--- src/sv/cas_pkg.sv ---
package cas_pkg;

  // Window geometry and field widths.
  localparam int unsigned DEPTH         = 32;
  localparam int unsigned PTR_W         = (DEPTH > 1) ? $clog2(DEPTH) : 1;
  localparam int unsigned CNT_W         = 6;
  localparam int unsigned DATA_W        = 32;
  localparam int unsigned TIME_W        = 32;
  localparam int unsigned LIMIT_W       = 6;
  localparam int unsigned REQ_W         = 2;
  localparam int unsigned CFG_IDX_W     = 1;
  localparam int unsigned CFG_DATA_W    = 32;
  localparam int unsigned DEFAULT_LIMIT = 32;

  // Request codes carried in req_type.
  typedef enum logic [REQ_W-1:0] {
    REQ_ADD     = 2'd0,
    REQ_REFRESH = 2'd1,
    REQ_CLEAR   = 2'd2
  } cas_req_e;

  // Configuration register indexes.
  typedef enum logic [CFG_IDX_W-1:0] {
    CFG_WINDOW_LIMIT = 1'b0,
    CFG_AGE_LIMIT    = 1'b1
  } cas_cfg_e;

  // Event kinds reported on the output channel.
  typedef enum logic {
    EVT_REMOVE = 1'b0,
    EVT_ADD    = 1'b1
  } cas_evt_e;

  // Control sequencer states.
  typedef enum logic [2:0] {
    ST_IDLE,
    ST_AGE,
    ST_COUNT,
    ST_CLEAR,
    ST_DONE
  } cas_state_e;

  // One window entry as held in memory.
  typedef struct packed {
    logic [TIME_W-1:0] push_time;
    logic [DATA_W-1:0] value;
  } cas_entry_t;

  // One event word before the last flag is attached.
  typedef struct packed {
    logic              event_kind;
    logic [DATA_W-1:0] event_value;
    logic [CNT_W-1:0]  entries_after;
  } cas_word_t;

  // Commands from the sequencer to the event stage.
  typedef struct packed {
    logic push;
    logic flush;
  } cas_stg_ctrl_t;

  // Zero selects the default limit; anything above the depth saturates.
  function automatic logic [CNT_W-1:0] eff_limit(input logic [LIMIT_W-1:0] wl);
    logic [CNT_W-1:0] lim;
    lim = CNT_W'(wl);
    if (lim == '0) lim = CNT_W'(DEFAULT_LIMIT);
    if (lim > CNT_W'(DEPTH)) lim = CNT_W'(DEPTH);
    return lim;
  endfunction

  // Circular pointer advance.
  function automatic logic [PTR_W-1:0] next_ptr(input logic [PTR_W-1:0] p);
    return (p == PTR_W'(DEPTH - 1)) ? '0 : p + 1'b1;
  endfunction

endpackage

--- src/sv/cas_req_if.sv ---
interface cas_req_if;
  import cas_pkg::*;

  logic                     valid;
  logic                     ready;
  logic [REQ_W-1:0]         req_type;
  logic signed [DATA_W-1:0] value;
  logic [TIME_W-1:0]        now_ticks;

  modport source (output valid, req_type, value, now_ticks, input ready);
  modport sink   (input valid, req_type, value, now_ticks, output ready);
endinterface

--- src/sv/cas_evt_if.sv ---
interface cas_evt_if;
  import cas_pkg::*;

  logic                     valid;
  logic                     ready;
  logic                     event_kind;
  logic signed [DATA_W-1:0] event_value;
  logic [CNT_W-1:0]         entries_after;
  logic                     last;

  modport source (output valid, event_kind, event_value, entries_after, last, input ready);
  modport sink   (input valid, event_kind, event_value, entries_after, last, output ready);
endinterface

--- src/sv/cas_evt_stage.sv ---
// Event staging: one pending word plus the output register. A word waits in
// the pending slot until either the next word of the same request arrives
// (then it leaves with last clear) or the request is flushed (last set).
module cas_evt_stage (
  input  logic                   clk_i,
  input  logic                   rst_ni,
  input  cas_pkg::cas_stg_ctrl_t ctrl_i,
  input  cas_pkg::cas_word_t     word_i,
  output logic                   rdy_o,
  cas_evt_if.source              evt_o
);
  import cas_pkg::*;

  logic      out_v_q;
  logic      pend_v_q;
  cas_word_t pend_q;
  cas_word_t out_q;
  logic      out_last_q;
  logic      out_free;
  logic      load_out;

  // The pending word can move on whenever the output register is free.
  assign out_free = !out_v_q || evt_o.ready;
  assign rdy_o    = !pend_v_q || out_free;
  assign load_out = rdy_o && pend_v_q && (ctrl_i.push || ctrl_i.flush);

  // Valid flags.
  always_ff @(posedge clk_i or negedge rst_ni) begin
    if (!rst_ni) begin
      out_v_q  <= 1'b0;
      pend_v_q <= 1'b0;
    end else begin
      if (load_out) begin
        out_v_q <= 1'b1;
      end else if (evt_o.ready) begin
        out_v_q <= 1'b0;
      end
      if (rdy_o && ctrl_i.push) begin
        pend_v_q <= 1'b1;
      end else if (rdy_o && ctrl_i.flush) begin
        pend_v_q <= 1'b0;
      end
    end
  end

  // Payload registers.
  always_ff @(posedge clk_i) begin
    if (load_out) begin
      out_q      <= pend_q;
      out_last_q <= ctrl_i.flush;
    end
    if (rdy_o && ctrl_i.push) begin
      pend_q <= word_i;
    end
  end

  // Output channel.
  assign evt_o.valid         = out_v_q;
  assign evt_o.event_kind    = out_q.event_kind;
  assign evt_o.event_value   = out_q.event_value;
  assign evt_o.entries_after = out_q.entries_after;
  assign evt_o.last          = out_last_q;

endmodule

--- src/sv/count_and_age_sliding_window.sv ---
// Channel   Dir  Handshake       Word
// req_i     in   valid / ready   req_type, value, now_ticks
// evt_o     out  valid / ready   event_kind, event_value, entries_after, last
// cfg       in   cfg_we_i        cfg_idx_i selects the register, cfg_data_i
//
// One request at a time. A request runs the age pass (add and refresh, when
// age_limit is nonzero), then the count pass or the clear pass, then done.
// An ignored request code goes straight to done and produces no word.
// Each pass loops on the head read, compare and pointer update, one memory
// read per cycle at the next head address while the output is not stalled.
// Reset clears pointers, count and the sequencer; the entry memory is not
// cleared, and only occupied entries are ever reported.
// A stalled output holds the sequencer in place; one word waits in a pending
// slot so the last flag can be attached when the request ends.
module count_and_age_sliding_window (
  input  logic                            clk_i,
  input  logic                            rst_ni,
  input  logic                            cfg_we_i,
  input  logic [cas_pkg::CFG_IDX_W-1:0]   cfg_idx_i,
  input  logic [cas_pkg::CFG_DATA_W-1:0]  cfg_data_i,
  cas_req_if.sink                         req_i,
  cas_evt_if.source                       evt_o
);
  import cas_pkg::*;

  cas_state_e        state_q, state_d;
  logic [PTR_W-1:0]  head_q, head_d;
  logic [PTR_W-1:0]  tail_q, tail_d;
  logic [CNT_W-1:0]  count_q, count_d;
  logic [CNT_W-1:0]  lim_q;
  logic [TIME_W-1:0] age_lim_q;
  logic              is_add_q;
  logic [DATA_W-1:0] val_q;
  logic [TIME_W-1:0] now_q;
  cas_entry_t        rd_q;
  cas_entry_t        entry_mem [DEPTH];

  cas_stg_ctrl_t     stg_ctrl;
  cas_word_t         stg_word;
  logic              stg_rdy;
  logic              req_acc;
  logic              evict;
  logic              add_now;
  logic              wr_en;
  cas_entry_t        wr_entry;
  logic [TIME_W-1:0] age;
  logic              age_expired;
  logic              count_full;

  // Configuration writes; the window limit is stored already resolved.
  always_ff @(posedge clk_i or negedge rst_ni) begin
    if (!rst_ni) begin
      lim_q     <= eff_limit(LIMIT_W'(DEFAULT_LIMIT));
      age_lim_q <= '0;
    end else if (cfg_we_i) begin
      unique case (cas_cfg_e'(cfg_idx_i))
        CFG_WINDOW_LIMIT: lim_q     <= eff_limit(cfg_data_i[LIMIT_W-1:0]);
        CFG_AGE_LIMIT:    age_lim_q <= cfg_data_i[TIME_W-1:0];
      endcase
    end
  end

  // Eviction tests on the head entry, which rd_q always holds.
  assign age         = now_q - rd_q.push_time;
  assign age_expired = (age >= age_lim_q);
  assign count_full  = (count_q != '0) && (count_q >= lim_q);

  assign req_acc = req_i.valid && req_i.ready;

  // Next state.
  always_comb begin
    state_d = state_q;
    unique case (state_q)
      ST_IDLE, ST_DONE: begin
        if (req_acc) begin
          unique case (cas_req_e'(req_i.req_type))
            REQ_ADD, REQ_REFRESH: state_d = (age_lim_q != '0) ? ST_AGE : ST_COUNT;
            REQ_CLEAR:            state_d = ST_CLEAR;
            default:              state_d = ST_DONE;
          endcase
        end else if (state_q == ST_DONE && stg_rdy) begin
          state_d = ST_IDLE;
        end
      end
      ST_AGE: begin
        if (!evict) state_d = ST_COUNT;
      end
      ST_COUNT: begin
        if (!evict && (!is_add_q || stg_rdy)) state_d = ST_DONE;
      end
      ST_CLEAR: begin
        if (count_q == '0) state_d = ST_DONE;
      end
      default: state_d = ST_IDLE;
    endcase
  end

  // Sequencer outputs.
  always_comb begin
    evict          = 1'b0;
    add_now        = 1'b0;
    stg_ctrl.flush = 1'b0;
    req_i.ready    = 1'b0;
    unique case (state_q)
      ST_IDLE:  req_i.ready = 1'b1;
      ST_AGE:   evict = (count_q != '0) && age_expired;
      ST_COUNT: begin
        evict   = count_full;
        add_now = !count_full && is_add_q;
      end
      ST_CLEAR: evict = (count_q != '0);
      ST_DONE: begin
        stg_ctrl.flush = 1'b1;
        req_i.ready    = stg_rdy;
      end
      default: ;
    endcase
    stg_ctrl.push = evict || add_now;
  end

  // Pointer and count updates for the event taken this cycle.
  always_comb begin
    head_d = head_q;
    tail_d = tail_q;
    count_d = count_q;
    wr_en = 1'b0;
    if (evict && stg_rdy) begin
      head_d  = next_ptr(head_q);
      count_d = count_q - 1'b1;
    end else if (add_now && stg_rdy) begin
      tail_d  = next_ptr(tail_q);
      count_d = count_q + 1'b1;
      wr_en   = 1'b1;
    end
  end

  assign wr_entry.push_time = now_q;
  assign wr_entry.value     = val_q;

  assign stg_word.event_kind    = add_now ? EVT_ADD : EVT_REMOVE;
  assign stg_word.event_value   = add_now ? val_q : rd_q.value;
  assign stg_word.entries_after = count_d;

  // Control registers.
  always_ff @(posedge clk_i or negedge rst_ni) begin
    if (!rst_ni) begin
      state_q <= ST_IDLE;
      head_q  <= '0;
      tail_q  <= '0;
      count_q <= '0;
    end else begin
      state_q <= state_d;
      head_q  <= head_d;
      tail_q  <= tail_d;
      count_q <= count_d;
    end
  end

  // Request word capture.
  always_ff @(posedge clk_i) begin
    if (req_acc) begin
      is_add_q <= (cas_req_e'(req_i.req_type) == REQ_ADD);
      val_q    <= req_i.value;
      now_q    <= req_i.now_ticks;
    end
  end

  // Entry memory: written at the tail, read at the next head address, with
  // the write data forwarded when both land on the same entry.
  always_ff @(posedge clk_i) begin
    if (wr_en) begin
      entry_mem[tail_q] <= wr_entry;
    end
    if (wr_en && (tail_q == head_d)) begin
      rd_q <= wr_entry;
    end else begin
      rd_q <= entry_mem[head_d];
    end
  end

  cas_evt_stage u_evt_stage (
    .clk_i  (clk_i),
    .rst_ni (rst_ni),
    .ctrl_i (stg_ctrl),
    .word_i (stg_word),
    .rdy_o  (stg_rdy),
    .evt_o  (evt_o)
  );

`ifndef SYNTHESIS
  // The window never holds more entries than the memory has.
  a_count_bound: assert property (@(posedge clk_i) disable iff (!rst_ni)
    count_q <= CNT_W'(DEPTH))
    else $error("entry count above depth");

  // A removal is only ever taken from an occupied window.
  a_evict_nonempty: assert property (@(posedge clk_i) disable iff (!rst_ni)
    (evict && stg_rdy) |-> (count_q != '0))
    else $error("removal from empty window");

  // An add grows the window by exactly one entry.
  a_add_count: assert property (@(posedge clk_i) disable iff (!rst_ni)
    (add_now && stg_rdy) |=> (count_q == $past(count_q) + 1'b1))
    else $error("add did not advance the count");
`endif

endmodule

--- src/flat_wrapper.sv ---
// flat-port wrapper written by rule: the top's interface ports become plain ports
module count_and_age_sliding_window_flat import cas_pkg::*;
  (clk_i, rst_ni, cfg_we_i, cfg_idx_i, cfg_data_i, req_i_valid, req_i_req_type, req_i_value, req_i_now_ticks, req_i_ready, evt_o_valid, evt_o_event_kind, evt_o_event_value, evt_o_entries_after, evt_o_last, evt_o_ready);
  cas_req_if req_i_i ();
  cas_evt_if evt_o_i ();
  input  logic clk_i;
  input  logic rst_ni;
  input  logic cfg_we_i;
  input  logic [cas_pkg::CFG_IDX_W-1:0] cfg_idx_i;
  input  logic [cas_pkg::CFG_DATA_W-1:0] cfg_data_i;
  input wire logic [$bits(req_i_i.valid)-1:0] req_i_valid;
  input wire logic [$bits(req_i_i.req_type)-1:0] req_i_req_type;
  input wire logic [$bits(req_i_i.value)-1:0] req_i_value;
  input wire logic [$bits(req_i_i.now_ticks)-1:0] req_i_now_ticks;
  output wire logic [$bits(req_i_i.ready)-1:0] req_i_ready;
  output wire logic [$bits(evt_o_i.valid)-1:0] evt_o_valid;
  output wire logic [$bits(evt_o_i.event_kind)-1:0] evt_o_event_kind;
  output wire logic [$bits(evt_o_i.event_value)-1:0] evt_o_event_value;
  output wire logic [$bits(evt_o_i.entries_after)-1:0] evt_o_entries_after;
  output wire logic [$bits(evt_o_i.last)-1:0] evt_o_last;
  input wire logic [$bits(evt_o_i.ready)-1:0] evt_o_ready;
  assign req_i_i.valid = req_i_valid;
  assign req_i_i.req_type = req_i_req_type;
  assign req_i_i.value = req_i_value;
  assign req_i_i.now_ticks = req_i_now_ticks;
  assign req_i_ready = req_i_i.ready;
  assign evt_o_valid = evt_o_i.valid;
  assign evt_o_event_kind = evt_o_i.event_kind;
  assign evt_o_event_value = evt_o_i.event_value;
  assign evt_o_entries_after = evt_o_i.entries_after;
  assign evt_o_last = evt_o_i.last;
  assign evt_o_i.ready = evt_o_ready;
  count_and_age_sliding_window u_core (.clk_i(clk_i), .rst_ni(rst_ni), .cfg_we_i(cfg_we_i), .cfg_idx_i(cfg_idx_i), .cfg_data_i(cfg_data_i), .req_i(req_i_i), .evt_o(evt_o_i));
endmodule
--- config.mk ---
export PLATFORM = sky130hd
export DESIGN_NAME = count_and_age_sliding_window_flat
export DESIGN_NICKNAME = d
export VERILOG_FILES = /design/src/sv/cas_pkg.sv /design/src/sv/cas_req_if.sv /design/src/sv/cas_evt_if.sv /design/src/sv/cas_evt_stage.sv /design/src/sv/count_and_age_sliding_window.sv /design/src/flat_wrapper.sv
export SDC_FILE = /design/constraint.sdc
export NUM_CORES = 2
export LEC_CHECK = 0
export ABC_AREA = 1
export BUFFER_PORTS_ARGS = -buffer_cell sky130_fd_sc_hd__buf_2
export CAP_MARGIN = 20
export CORE_MARGIN = 2
export CORE_UTILIZATION = 30
export DETAILED_ROUTE_END_ITERATION = 10
export HOLD_SLACK_MARGIN = 0.12
export PLACE_DENSITY_LB_ADDON = 0.25
export SLEW_MARGIN = 20
export SYNTH_ARGS = -nofsm -noshare
export SYNTH_HDL_FRONTEND = slang
export SYNTH_SLANG_ARGS = --single-unit
--- constraint.sdc ---
create_clock -name clk_i -period 7.8 [get_ports clk_i]
set_input_delay 1.56 -clock clk_i [delete_from_list [all_inputs] [get_ports clk_i]]
set_output_delay 1.56 -clock clk_i [all_outputs]
set_load 0.1 [all_outputs]
==> flow_summary.toml <==
[floorplanning]
die-area_mm2 = 0.304
die_w_um = 551
start_util_pct = 30.2
core_area_mm2 = 0.297
die_y_um = 551
boundaryPins = 146
num_rows = 200

[timing]
finalCritPeriodShare_pct = 90.6
worstMarginPinSlew_ps = 1170
finClkSkew_ps = 72.9
setup_tns_ps = 0
slew_violations = 0
hold_slack_ps = 418
fmax_ghz = 0.142
slew_headroom_pct = 21.8
rsz0062_at_grt = "no"
period_needed_ps = 7070
setup_viol_count_final = 0
hold_viol = 0

[synth]
synth-seq-cells = 2256
yosysSeqAreaShare_pct = 75.1
ys.flop_type = "edfxtp_1"
netlist.area_leader.share_pct = 73.3
syn_avg_cell_area_um2 = 13.5
async_flop_share_pct = 2.62
synth_area_leaders = "edfxtp_1, o21ai_0, nor2_1, o22ai_1, o221ai_1"
synth_edf_count = 2192
ys_warn_count = 0
synth_nets = 6857
syn_area_mm2 = 0.0898
synth.most_common_cell = "edfxtp_1"
ys_types = 47
yosysTopAreaCell = "edfxtp_1"
synthTopCellsByCount = "edfxtp_1, nor2_1, o21ai_0, o22ai_1, clkbuf_1"
synth_cells = 6672

[worst_setup_path]
critPathCaptureType = "flip-flop"
crit_arrival_ps = 7550
cpMostUsedCell = "nand2_1"
critPathLaunchType = "flip-flop"
rr_worst_depth = 30
path_class = "reg -> reg"
max_stage_delay_ps = 680
r2r_slack_ps = 730
r2r-end = "u_core.u_evt_stage.pend_q[19]$_DFFE_PP_"
critPathRequiredTime_ps = 8280
slowest_stage = "inv_16"
critPathMaxFanout = 281

[clock_network]
cts_tree = "built"
cts-root-buf = "clkbuf_16"
holdBufCountCts = 0
cts-buffers-inserted = 239
path_clk_slew_ps = 60
postCtsSetupRepairBufs = 0
cts.sinks = 2256
cts_max_level = 4
ctsResizeCount = 0
clk_latency_ps = 910
cts_buffer_depth = 4

[final_layout]
fin_nets = 6952
drive_gt1_share_pct = 10.2
syn2layout_area_growth_pct = 14.7
fin_util_pct = 34.6
final_cells = 10900

[hold_path]
worstHoldPathType = "reg -> reg"
hold_end = "u_core.u_evt_stage.evt_o.event_value[30]$_DFFE_PP_"
min_from = "u_core.u_evt_stage.pend_q[36]$_DFFE_PP_"
hold_depth = 0

[global_route]
grt_use_total_pct = 17.9
antenna_found_initial = 11
grt_pass1_wl_mm = 399
grt_overflow = 0
grt_max_degree = 282
grt_pass1_vias = 54900

[drt]
post_drt_wl_per_cell_um = 25.7
wl_met3_mm = 16.6
top_layer = "met5"
avgViaCountPerCell = 5.22
vias = 56900
dr_wl_met2_mm = 136
drt_iter0_markers = 6101
wl_met1_mm = 120
finalWirelength_mm = 280
drtAntennaViolNets = 0
dr.pass1.iters = 6
drc = 0

[status]
outcome = "completed"

[place]
place_inst = 10500
port_buffers = 145
dpl.hpwl_mm = 131
gp_congestion = 0.803

[pwr]
p_leak_nw = 32.9
p_total_mw = 39.7
powerDensity_mw_per_mm2 = 386
ir_worst_vdd_mv = 0.407

[run]
drv_cap = 0
## per-stage QoR
stage,cell area (um2),setup slack (ps)
finish,103000,733
global route,103000,187
CTS,103000,861
detailed placement,95200,857
global placement,95100,917
floorplan,89800,2430
## worst max-delay path by stage
stage,slack [ps],start,depth (start not counted),endpoint
finish,730,flip-flop,30,u_core.u_evt_stage.pend_q[19]$_DFFE_PP_
floorplan,2430,evt_o_ready,7,u_core.entry_mem[0][0]$_DFFE_PP_
CTS,860,flip-flop,30,u_core.u_evt_stage.pend_q[19]$_DFFE_PP_
global route,190,flip-flop,30,u_core.u_evt_stage.pend_q[19]$_DFFE_PP_
global placement,920,flip-flop,30,u_core.u_evt_stage.pend_q[8]$_DFFE_PP_
detailed placement,860,flip-flop,30,u_core.u_evt_stage.pend_q[8]$_DFFE_PP_
## logic make-up after synthesis
kind of cell	synth area share, %
compound gates	13.0
xor+xnor	0.361
flops	75.1
simple gates	7.40
buf+inv	3.01
fa+ha+maj	1.14
## per-layer routing
| metal | vias up | track usage, % |
|---|---|---|
| li1 | 25400 | - |
| met1 | 29200 | 24.2 |
| met2 | 1961 | 30.5 |
| met3 | 399 | 2.17 |
| met4 | 4 | 4.62 |
| met5 | - | 0 |
## layout make-up
class / count / area (um2)
fillers: 28700 / 194000
flip-flops and latches: 2256 / 67400
multi-input cells: 3831 / 20000
clock buffers: 290 / 6260
well taps: 3939 / 4930
repair buffers: 308 / 2520
clock inverters: 148 / 1350
inverters: 131 / 542
diodes: 4 / 10.0
## cell usage in the layout (no fill, tap or decap), types with 9 or more instances in the layout
| cell | count |
|---|---|
| buf_12 | 36 |
| o221ai_1 | 187 |
| buf_2 | 145 |
| nand4_1 | 19 |
| o21ai_0 | 1064 |
| ha_1 | 80 |
| nor2_1 | 1213 |
| buf_4 | 111 |
| nand2_1 | 255 |
| a21oi_1 | 81 |
| inv_1 | 122 |
| edfxtp_1 | 2192 |
| clkinv_2 | 58 |
| nor3_1 | 13 |
| xnor2_1 | 12 |
| clkbuf_1 | 46 |
| a21o_1 | 9 |
| o22ai_1 | 375 |
| o21ai_1 | 141 |
| clkbuf_16 | 242 |
| o211ai_1 | 141 |
| nor2_4 | 32 |
| bufinv_16 | 22 |
| nand3_1 | 146 |
| xor2_1 | 25 |
| clkinv_1 | 45 |
| clkinvlp_4 | 13 |
| buf_8 | 15 |
| dfrtp_1 | 58 |
## registers in the layout, summed over array words and instances (netlist names), named ones only
register and flops:
u_core.u_evt_stage.evt_o.event_value 32, u_core.tail_q 5, u_core.u_evt_stage.evt_o.entries_after 6, u_core.u_evt_stage.pend_q 39, u_core.count_q 6, u_core.head_q 5, u_core.entry_mem 2048, u_core.lim_q 6
u_core.u_evt_stage.evt_o.last 1, u_core.val_q 32, u_core.is_add_q 1, u_core.u_evt_stage.evt_o.valid 1, u_core.now_q 32, u_core.state_q 3, u_core.u_evt_stage.pend_v_q 1, u_core.age_lim_q 32
u_core.u_evt_stage.evt_o.event_kind 1
## power by group
group          switching, mW  internal [mW]  leakage (nW)
combinational           9.86           3.85          8.70
clock                   4.77           6.41          3.72
sequential             0.467           14.4          20.5
## worst max-delay path, delay by kind of cell (launching register included)
family | cells | cell delay, ps
DFF | 1 | 480
adders and majority gates | 3 | 950
buffers and inverters | 3 | 820
and+or+nand+nor | 13 | 1830
xor gates and xnor gates | 1 | 170
AOI/OAI and AO/OA | 10 | 1990
No activity file was read; power rests on OpenSTA's default activity.
